--- src/hw/rtl/akrt_pkg.sv ---
`default_nettype none

package akrt_pkg;

  // Width of a stored key position, in micrometres.
  localparam int POS_WIDTH = 16;
  // Signed compare width: two extra bits keep sums and differences from wrapping.
  localparam int CMP_WIDTH = POS_WIDTH + 2;
  localparam int CFG_INDEX_WIDTH = 3;
  localparam int CFG_DATA_WIDTH = 16;
  localparam int OUT_DATA_WIDTH = 40;

  typedef logic [POS_WIDTH-1:0] pos_t;
  typedef logic signed [CMP_WIDTH-1:0] cmp_t;

  typedef enum logic [CFG_INDEX_WIDTH-1:0] {
    REG_TRIGGER_MODE        = 3'd0,
    REG_UPPER_DEADZONE      = 3'd1,
    REG_LOWER_DEADZONE      = 3'd2,
    REG_RELEASE_SENSITIVITY = 3'd3,
    REG_PRESS_SENSITIVITY   = 3'd4,
    REG_ACTUATION_DEPTH     = 3'd5,
    REG_TRAVEL_RANGE        = 3'd6
  } cfg_reg_t;

  localparam logic MODE_RAPID = 1'b0;
  localparam logic MODE_FIXED = 1'b1;

  localparam pos_t UPPER_DEADZONE_RESET      = POS_WIDTH'(200);
  localparam pos_t LOWER_DEADZONE_RESET      = POS_WIDTH'(200);
  localparam pos_t RELEASE_SENSITIVITY_RESET = POS_WIDTH'(100);
  localparam pos_t PRESS_SENSITIVITY_RESET   = POS_WIDTH'(100);
  localparam pos_t ACTUATION_DEPTH_RESET     = POS_WIDTH'(2000);
  localparam pos_t TRAVEL_RANGE_RESET        = POS_WIDTH'(4000);

  typedef struct packed {
    logic trigger_mode;
    pos_t upper_deadzone;
    pos_t lower_deadzone;
    pos_t release_sensitivity;
    pos_t press_sensitivity;
    pos_t actuation_depth;
    pos_t travel_range;
  } cfg_t;

  typedef struct packed {
    logic key_down;
    pos_t top_mark;
    pos_t bottom_mark;
  } result_t;

  function automatic cmp_t to_cmp(pos_t value);
    return cmp_t'({2'b00, value});
  endfunction

endpackage

`default_nettype wire

--- src/hw/rtl/akrt_cfg.sv ---
`default_nettype none

module akrt_cfg
  import akrt_pkg::*;
(
  input  wire logic                       clk,
  input  wire logic                       rst,
  input  wire logic                       cfg_we,
  input  wire logic [CFG_INDEX_WIDTH-1:0] cfg_index,
  input  wire logic [CFG_DATA_WIDTH-1:0]  cfg_data,
  output cfg_t                            cfg
);

  pos_t wr_pos;

  assign wr_pos = cfg_data[POS_WIDTH-1:0];

  always_ff @(posedge clk) begin
    if (rst) begin
      cfg.trigger_mode        <= MODE_RAPID;
      cfg.upper_deadzone      <= UPPER_DEADZONE_RESET;
      cfg.lower_deadzone      <= LOWER_DEADZONE_RESET;
      cfg.release_sensitivity <= RELEASE_SENSITIVITY_RESET;
      cfg.press_sensitivity   <= PRESS_SENSITIVITY_RESET;
      cfg.actuation_depth     <= ACTUATION_DEPTH_RESET;
      cfg.travel_range        <= TRAVEL_RANGE_RESET;
    end else if (cfg_we) begin
      case (cfg_index)
        REG_TRIGGER_MODE:        cfg.trigger_mode        <= cfg_data[0];
        REG_UPPER_DEADZONE:      cfg.upper_deadzone      <= wr_pos;
        REG_LOWER_DEADZONE:      cfg.lower_deadzone      <= wr_pos;
        REG_RELEASE_SENSITIVITY: cfg.release_sensitivity <= wr_pos;
        REG_PRESS_SENSITIVITY:   cfg.press_sensitivity   <= wr_pos;
        REG_ACTUATION_DEPTH:     cfg.actuation_depth     <= wr_pos;
        REG_TRAVEL_RANGE:        cfg.travel_range        <= wr_pos;
        default: ;
      endcase
    end
  end

endmodule

`default_nettype wire

--- src/hw/rtl/akrt_tracker.sv ---
`default_nettype none

module akrt_tracker
  import akrt_pkg::*;
(
  input  wire logic clk,
  input  wire logic rst,
  input  wire logic step,
  input  wire pos_t sample,
  input  wire cfg_t cfg,
  output result_t   state
);

  result_t state_next;
  cmp_t    s_cmp;
  cmp_t    bottom_zone;
  cmp_t    release_point;
  cmp_t    press_point;

  assign s_cmp         = to_cmp(sample);
  assign bottom_zone   = to_cmp(cfg.travel_range) - to_cmp(cfg.lower_deadzone);
  assign release_point = to_cmp(state.bottom_mark) - to_cmp(cfg.release_sensitivity);
  assign press_point   = to_cmp(state.top_mark) + to_cmp(cfg.press_sensitivity);

  always_comb begin
    state_next = state;
    if (cfg.trigger_mode == MODE_FIXED) begin
      state_next.key_down    = sample >= cfg.actuation_depth;
      state_next.top_mark    = '0;
      state_next.bottom_mark = cfg.travel_range;
    end else if (sample <= cfg.upper_deadzone) begin
      // Upper deadzone wins over every other rapid-mode rule, even an overlapping lower zone.
      state_next.key_down    = 1'b0;
      state_next.top_mark    = (sample < state.top_mark) ? sample : state.top_mark;
      state_next.bottom_mark = '0;
    end else if (s_cmp >= bottom_zone) begin
      state_next.key_down    = 1'b1;
      state_next.top_mark    = cfg.travel_range;
      state_next.bottom_mark = (sample > state.bottom_mark) ? sample : state.bottom_mark;
    end else if (state.key_down) begin
      if (s_cmp <= release_point) begin
        state_next.key_down    = 1'b0;
        state_next.top_mark    = sample;
        state_next.bottom_mark = '0;
      end else begin
        state_next.bottom_mark = (sample > state.bottom_mark) ? sample : state.bottom_mark;
      end
    end else begin
      if (s_cmp >= press_point) begin
        state_next.key_down    = 1'b1;
        state_next.top_mark    = cfg.travel_range;
        state_next.bottom_mark = sample;
      end else begin
        state_next.top_mark = (sample < state.top_mark) ? sample : state.top_mark;
      end
    end
  end

  always_ff @(posedge clk) begin
    if (rst) begin
      state <= '0;
    end else if (step) begin
      state <= state_next;
    end
  end

  a_upper_releases : assert property (@(posedge clk) disable iff (rst)
    step && cfg.trigger_mode == MODE_RAPID && sample <= cfg.upper_deadzone
      |=> !state.key_down && state.bottom_mark == '0)
    else $error("upper deadzone sample left key pressed");

  a_fixed_marks : assert property (@(posedge clk) disable iff (rst)
    step && cfg.trigger_mode == MODE_FIXED
      |=> state.top_mark == '0 && state.bottom_mark == $past(cfg.travel_range))
    else $error("fixed mode marks wrong");

  a_hold_when_idle : assert property (@(posedge clk) disable iff (rst)
    !step |=> $stable(state))
    else $error("tracker state moved without a sample");

endmodule

`default_nettype wire

--- src/hw/rtl/analog_key_rapid_trigger.sv ---
`default_nettype none

// Rapid-trigger analog key. Each input beat carries one key travel sample, the
// distance from the top of travel in micrometres, and produces exactly one
// output beat with the pressed flag and the tracked top and bottom marks after
// that sample. In rapid-trigger mode the key releases inside the upper deadzone,
// presses inside the lower deadzone, and between them presses after moving down
// by the press sensitivity from its highest point and releases after moving up
// by the release sensitivity from its lowest point. In fixed mode it is pressed
// at or past the actuation depth, and the marks read 0 and the travel range.
// The block takes one beat per cycle while the output side keeps up: a sample
// waits in the input register, the tracker updates its state registers from it
// in a single pass, and those registers present the output beat. A stalled
// output holds the sample in the input register; otherwise the tracker's state
// feedback loop lets a beat follow every cycle while the output side keeps up.
// Write configuration only while no beat is in flight.
module analog_key_rapid_trigger
  import akrt_pkg::*;
(
  input  wire logic                       clk,
  input  wire logic                       rst,
  // Configuration write port.
  input  wire logic                       cfg_we,
  input  wire logic [CFG_INDEX_WIDTH-1:0] cfg_index,
  input  wire logic [CFG_DATA_WIDTH-1:0]  cfg_data,
  // Sample stream.
  input  wire logic                       s_tvalid,
  output logic                            s_tready,
  input  wire logic [15:0]                s_tdata,  // [15:0] depth_sample
  // Result stream.
  output logic                            m_tvalid,
  input  wire logic                       m_tready,
  // [0] key_down, [16:1] top_mark, [32:17] bottom_mark, [39:33] zero
  output logic [OUT_DATA_WIDTH-1:0]       m_tdata
);

  cfg_t    cfg;
  result_t state;
  logic    in_full;
  pos_t    in_sample;
  logic    advance;

  akrt_cfg u_cfg (
    .clk       (clk),
    .rst       (rst),
    .cfg_we    (cfg_we),
    .cfg_index (cfg_index),
    .cfg_data  (cfg_data),
    .cfg       (cfg)
  );

  // The tracker's state registers double as the result register: they only
  // change when a beat moves into the output slot.
  assign advance  = in_full && (!m_tvalid || m_tready);
  assign s_tready = !in_full || advance;

  always_ff @(posedge clk) begin
    if (rst) begin
      in_full <= 1'b0;
    end else if (s_tready) begin
      in_full <= s_tvalid;
    end
  end

  always_ff @(posedge clk) begin
    if (s_tready && s_tvalid) begin
      in_sample <= s_tdata[POS_WIDTH-1:0];
    end
  end

  always_ff @(posedge clk) begin
    if (rst) begin
      m_tvalid <= 1'b0;
    end else if (advance) begin
      m_tvalid <= 1'b1;
    end else if (m_tready) begin
      m_tvalid <= 1'b0;
    end
  end

  akrt_tracker u_tracker (
    .clk    (clk),
    .rst    (rst),
    .step   (advance),
    .sample (in_sample),
    .cfg    (cfg),
    .state  (state)
  );

  assign m_tdata = {7'd0, state.bottom_mark, state.top_mark, state.key_down};

  a_stall_blocks_input : assert property (@(posedge clk) disable iff (rst)
    in_full && m_tvalid && !m_tready |-> !s_tready)
    else $error("input accepted while both stages are full");

  a_advance_shows_result : assert property (@(posedge clk) disable iff (rst)
    advance |=> m_tvalid)
    else $error("processed sample produced no output beat");

  a_fixed_top_zero : assert property (@(posedge clk) disable iff (rst)
    advance && cfg.trigger_mode == MODE_FIXED |=> m_tdata[16:1] == '0)
    else $error("fixed mode top mark not zero");

endmodule

`default_nettype wire
--- config.mk ---
export PLATFORM = sky130hd
export DESIGN_NAME = analog_key_rapid_trigger
export DESIGN_NICKNAME = d
export VERILOG_FILES = /design/src/hw/rtl/akrt_pkg.sv /design/src/hw/rtl/akrt_cfg.sv /design/src/hw/rtl/akrt_tracker.sv /design/src/hw/rtl/analog_key_rapid_trigger.sv
export SDC_FILE = /design/constraint.sdc
export NUM_CORES = 1
export LEC_CHECK = 0
export BUFFER_PORTS_ARGS = -buffer_cell sky130_fd_sc_hd__buf_2
export CAP_MARGIN = 0
export CORE_UTILIZATION = 37
export DETAILED_ROUTE_END_ITERATION = 16
export PLACE_DENSITY = 0.64
export REMOVE_ABC_BUFFERS = 1
export SYNTH_ARGS = -nofsm -noshare
export SYNTH_HDL_FRONTEND = slang
export SYNTH_SLANG_ARGS = --single-unit
export TNS_END_PERCENT = 30
--- constraint.sdc ---
create_clock -name clk -period 11 [get_ports clk]
set_clock_uncertainty 0.15 [all_clocks]
set_input_delay 0.55 -clock clk [delete_from_list [all_inputs] [get_ports clk]]
set_output_delay 0.55 -clock clk [all_outputs]
set_load 0.02 [all_outputs]
# Yosys cells after proc, flatten, opt, wreduce, memory -nomap -nowiden
# Cells that the tools add are included.
# word_totals
reg_bits	148
output_inout_bits	42
elab_cells	61
# classes
add_sub_neg	3
n_lt_le_gt_ge	7
eq_ne	7
n_mux	13
n_reduce_logical	18
# op_table
cell	n
$mux 33	4
$mux 16	5
$ge 17x18->1	2
$sub 16x16->17	2
$le 17x18->1	1
$reduce_and 2->1	9
$add 16x16->17	1
$mux 17	1
$ge 16x16->1	1
$gt 16x16->1	1
$le 16x16->1	1
$lt 16x16->1	1
$eq 3x3->1 const B	3
$eq 3x2->1 const B	2
$ne 5x5->1 const B	1
$reduce_bool 5->1	1
$eq 3x1->1 const B	1
$logic_not 3->1	1
$mux 1	3
$logic_and 1x1->1	2
$logic_not 1->1	2
$logic_or 1x1->1	2
$reduce_bool 2->1	1

# Depth between registers and ports, before layout
# logic_depth
ltp_word	7
ltp_mapped	22
ltp_nobuf	21

# Modules after synthesis
# Synthesis repeated with hierarchy kept, for this count alone.
# unflattened
cells_unflattened	1266
area_unflattened_um2	11519.8
# by_module_without_submodules
mod	n_inst	cells_per_inst	area_per_inst_um2	seq_area_each_um2
akrt_tracker	1	877	6944.2	660.6
akrt_cfg	1	355	3935.0	1941.9
analog_key_rapid_trigger	1	34	640.6	520.5

# Least setup slack after synthesis
# OpenSTA, ideal clock, no wires.
# synth_path
kind	reg2reg
startpoint	register u_tracker.state[17] (netlist name)
endpoint	register u_tracker.state[14] (netlist name)
setup_time_ns	0.077
arrival_time_ns	4.655
required_time_ns	10.773
setup_slack_ns	6.118
stages_incl_launch_ff	21
n_path_buf	1
period_less_slack_ns	4.882
path_cell_list	dfxtp_1 > ha_1 > a21o_1 > a21oi_1 > o21bai_1 > a21oi_1 > o31ai_1 > a2111oi_0 > nor2_1 > xnor2_1 > ha_1 > a21o_1 > a21o_1 > a2111oi_0 > o21a_1 > a211oi_1 > or4_4 > o31ai_4 > buf_6 > a22oi_1 > o22ai_1
# synth_between
elab_chain_cells	4
# synth_rtl
item	line	rtl
$add 16x16->17	akrt_tracker.sv:23	assign press_point = to_cmp(state.top_mark) + to_cmp(cfg.press_sensitivity);
$ge 17x18->1	akrt_tracker.sv:49	if (s_cmp >= press_point) begin
$reduce_bool 5->1 (no source line)	-	
$reduce_and 2->1 (no source line)	-	
# No other way between the ends.
# A chain may end at the register's enable or synchronous reset.

# Final worst setup path
# layout_path
startpoint	register u_cfg.cfg[1] (netlist name)
endpoint	register u_tracker.state[22] (netlist name)
# layout_between
elab_chain_cells	5
# layout_rtl
item	line	rtl
$sub 16x16->17 *	akrt_tracker.sv:21	assign bottom_zone = to_cmp(cfg.travel_range) - to_cmp(cfg.lower_deadzone);
$ge 17x18->1 *	akrt_tracker.sv:36	end else if (s_cmp >= bottom_zone) begin
$mux 33	akrt_tracker.sv:36	
$mux 33	akrt_tracker.sv:31	end else if (sample <= cfg.upper_deadzone) begin
$mux 33	akrt_tracker.sv:27	if (cfg.trigger_mode == MODE_FIXED) begin
# Mark *: on every way between the ends. The rest lies on a longest branch, timed or not.

==> impl_metrics.py <==
metrics = {
    "finish": {
        "fin_nets": 1564,
        "final_util": 0.423,
        "final_cells": 1753,
        "final_layout_size_suffix_gt1_frac": 0.0916,
        "n_antenna_cell": 0,
        "n_fill_cell": 2803,
        "area_growth_pct": 12.5,
    },
    "setup_path": {
        "reg2reg_to": "u_tracker.state[22]",
        "path_max_fanout": 16,
        "cp.arrival_ps": 6250,
        "worstSetupPathType": "reg2reg",
        "crit_required_ps": 11170,
        "worst_setup_path_start_kind": "flip-flop",
        "end_kind": "flip-flop",
        "worst-r2r-cell-count": 20,
        "timing.rr.start": "u_cfg.cfg[1]",
        "ff2ff_setup_slack_ps": 4920,
    },
    "clocking": {
        "cts_tree": "built",
        "h-tree-depth": 4,
        "post_cts_buffers": 0,
        "clk_pin_slew_worst_paths_ps": 70,
        "cts_buffer_depth": 2,
        "cts_resized": 0,
        "clkLatencyLatePin_ps": 440,
        "cts_sinks": 148,
        "ctsHoldBuffers": 0,
        "root_buffer": "clkbuf_16",
        "cts_inserted_buffers": 17,
    },
    "drt": {
        "drtPass1Iterations": 6,
        "vias": 9950,
        "dr.first_iter.drc_count": 959,
        "viasPerCell": 5.68,
        "routed_wl_um": 34200,
        "wire_per_inst_um": 19.5,
        "ant_nets": 0,
        "drc": 0,
    },
    "floorplan": {
        "num_rows": 61,
        "dieWidth_um": 170,
        "dieArea_sq_um": 29000,
        "die_h_um": 170,
        "core_sq_um": 27900,
        "initial_core_util": 0.376,
        "ios": 82,
    },
    "global_route": {
        "grt_overflow": 0,
        "grt_max_degree": 56,
        "grt_pass1_vias": 9068,
        "antenna_found_initial": 0,
        "grt_use_total": 0.240,
        "grt_pass1_wl_um": 51900,
    },
    "sta": {
        "finalMaxSlewViolations": 0,
        "max_freq_mhz": 164,
        "rsz0062_at_grt": "false",
        "worst_pin_slew_ps": 1320,
        "hold_viol": 0,
        "timing.hold.ws_ps": 130,
        "maxSlewHeadroom": 0.118,
        "period_share": 0.553,
        "fin_crit_ps": 6080,
        "setup_tns_ps": 0,
        "setup_viol": 0,
        "worst_slack_ps": 4920,
    },
    "synth": {
        "synth_area_sq_um": 10500,
        "yosysTopAreaCell": "dfxtp_1",
        "ys_types": 64,
        "synth_top_area_share": 0.252,
        "avgSynthCellArea_sq_um": 8.05,
        "yosysWarnings": 0,
        "netlist_instances": 1301,
        "synth_edf_count": 16,
        "synth_ff_type": "dfxtp_1",
        "ys_ff_latch": 148,
        "async_flop_share": 0,
        "synthTopCellsByArea": "dfxtp_1 (25%), ha_1 (19%), nand2_1 (7.6%), a21oi_1 (7.5%), edfxtp_1 (4.6%)",
        "synth-seq-area-share": 0.298,
    },
    "power": {
        "power_density_nw_per_um2": 133,
        "ir_drop_mv": 0.114,
        "p_leak_nw": 4.93,
    },
    "placed_design": {
        "hpwl_um": 24400,
        "place_ws_ps": 5160,
        "io_buffers": 74,
        "routabilityCongestion": 0.899,
        "dp_cells": 1721,
    },
    "worst_hold_path": {
        "holdPathEnd": "in_sample[1]",
        "hold_start": "s_tdata[1]",
        "whs_path_depth": 1,
        "hold_class": "in2reg",
    },
    "flow_run": {
        "maxCapViolCount": 0,
    },
    "run_status": {
        "run_status": "finished clean",
    },
}
-- placed cells by master, fill, tap and decap left out, types with 6 or more instances in the layout --
| master | instances |
|---|---|
| o21bai_1 | 7 |
| o21ai_0 | 53 |
| a21o_1 | 21 |
| nor2_1 | 49 |
| conb_1 | 7 |
| ha_1 | 159 |
| clkbuf_16 | 17 |
| nand3_1 | 30 |
| o21a_1 | 13 |
| buf_4 | 11 |
| buf_2 | 73 |
| o211ai_1 | 21 |
| a211oi_1 | 10 |
| nand2_1 | 211 |
| nor2b_1 | 12 |
| xor2_1 | 16 |
| a22oi_1 | 16 |
| nand2b_1 | 15 |
| xnor2_1 | 22 |
| o31a_1 | 17 |
| edfxtp_1 | 16 |
| a2111oi_0 | 6 |
| nand4_1 | 16 |
| a21oi_1 | 157 |
| dfxtp_1 | 132 |
| nor3_1 | 14 |
| inv_1 | 128 |
| mux2i_1 | 17 |
| inv_6 | 6 |
| o22ai_1 | 18 |
| o32ai_1 | 16 |
-- worst max-delay path by stage --
stage,slack (ps),end,depth (start not counted),start
after floorplan,6060,u_tracker.state[0],20,u_cfg.cfg[1]
after global placement,5190,u_tracker.state[2],20,u_tracker.state[17]
after detailed placement,5160,u_tracker.state[29],20,u_cfg.cfg[1]
after CTS,5090,u_tracker.state[0],20,u_cfg.cfg[1]
after global routing,4550,u_tracker.state[6],20,u_tracker.state[17]
final,4920,u_tracker.state[22],20,u_cfg.cfg[1]
-- synthesized netlist by cell type (all sizes together), types with 7 or more instances --
| cell type | count |
|---|---|
| mux2i | 17 |
| o21bai | 7 |
| nand4 | 16 |
| o211ai | 21 |
| o31a | 17 |
| a21o | 21 |
| nor2b | 12 |
| edfxtp | 16 |
| nor3 | 16 |
| o21ai | 54 |
| a211oi | 10 |
| nand3 | 30 |
| o22ai | 19 |
| nand2b | 15 |
| a22oi | 16 |
| buf | 12 |
| a21oi | 159 |
| o32ai | 16 |
| ha | 159 |
| inv | 128 |
| dfxtp | 132 |
| nand2 | 211 |
| nor2 | 49 |
| xnor2 | 22 |
| o21a | 13 |
| clkbuf | 36 |
| xor2 | 16 |
-- kinds of logic (layout without fill, tap and decap cells) --
kind of cell	count (synthesis)	in the layout	synth area share
compound gates	391	391	0.238
mux	17	17	0.0162
fa+ha+maj	162	162	0.196
buf+inv	177	245	0.0672
simple gates	367	367	0.153
xor+xnor	38	38	0.0318
other cells	1	7	0.000358
flops	148	148	0.298
-- per-stage QoR --
| step | total power, mW | area (sq um) |
|---|---|---|
| finish | 1.57 | 11800 |
| global route | 1.64 | 11800 |
| CTS | 1.57 | 11800 |
| detailed placement | 0.995 | 11200 |
| global placement | 0.985 | 11200 |
| floorplan | 0.864 | 10300 |
-- critical path: stages, from the launching register on --
cell       delay [ps]
dfxtp_1           450
ha_1              270
nor2b_1           120
o21ai_0           200
a21boi_0          150
o41ai_1           520
o21ai_0           240
o41ai_1           600
o2111ai_1         230
a21oi_1           200
xor2_1             90
ha_1              170
o21bai_1          160
or3_1             320
a221oi_1          270
o21ai_0           130
a21oi_1           220
nand4_1           750
a21oi_1           460
o31a_1            190
o32ai_1            80
-- per-layer routing --
layer | GRT usage | vias up | share of wire
li1 | - | 4747 | -
met1 | 0.332 | 4713 | 0.45
met2 | 0.378 | 418 | 0.44
met3 | 0.0351 | 72 | 0.081
met4 | 0.0826 | 0 | 0.029
met5 | 0 | - | 0
-- sequential cells by signal, summed over array words and instances (netlist names) --
signal	count
in_full	1
in_sample	16
m_tvalid	1
u_cfg.cfg	97
u_tracker.state	33
-- cell type report --
type	count	area [sq um]	area share
Timing Repair Buffer	84	448	0.0380
Sequential cell	148	3120	0.265
Tap cell	378	473	0.0401
Clock inverter	14	139	0.0118
Multi-Input combinational cell	982	6690	0.567
Inverter	129	484	0.0411
Clock buffer	18	429	0.0364
-- power breakdown --
| part | internal [mW] | total (mW) | switching, mW |
|---|---|---|---|
| clock network | 0.317 | 0.579 | 0.262 |
| logic | 0.151 | 0.381 | 0.231 |
| registers | 0.568 | 0.609 | 0.0411 |
(Power assumes the default switching activity.)
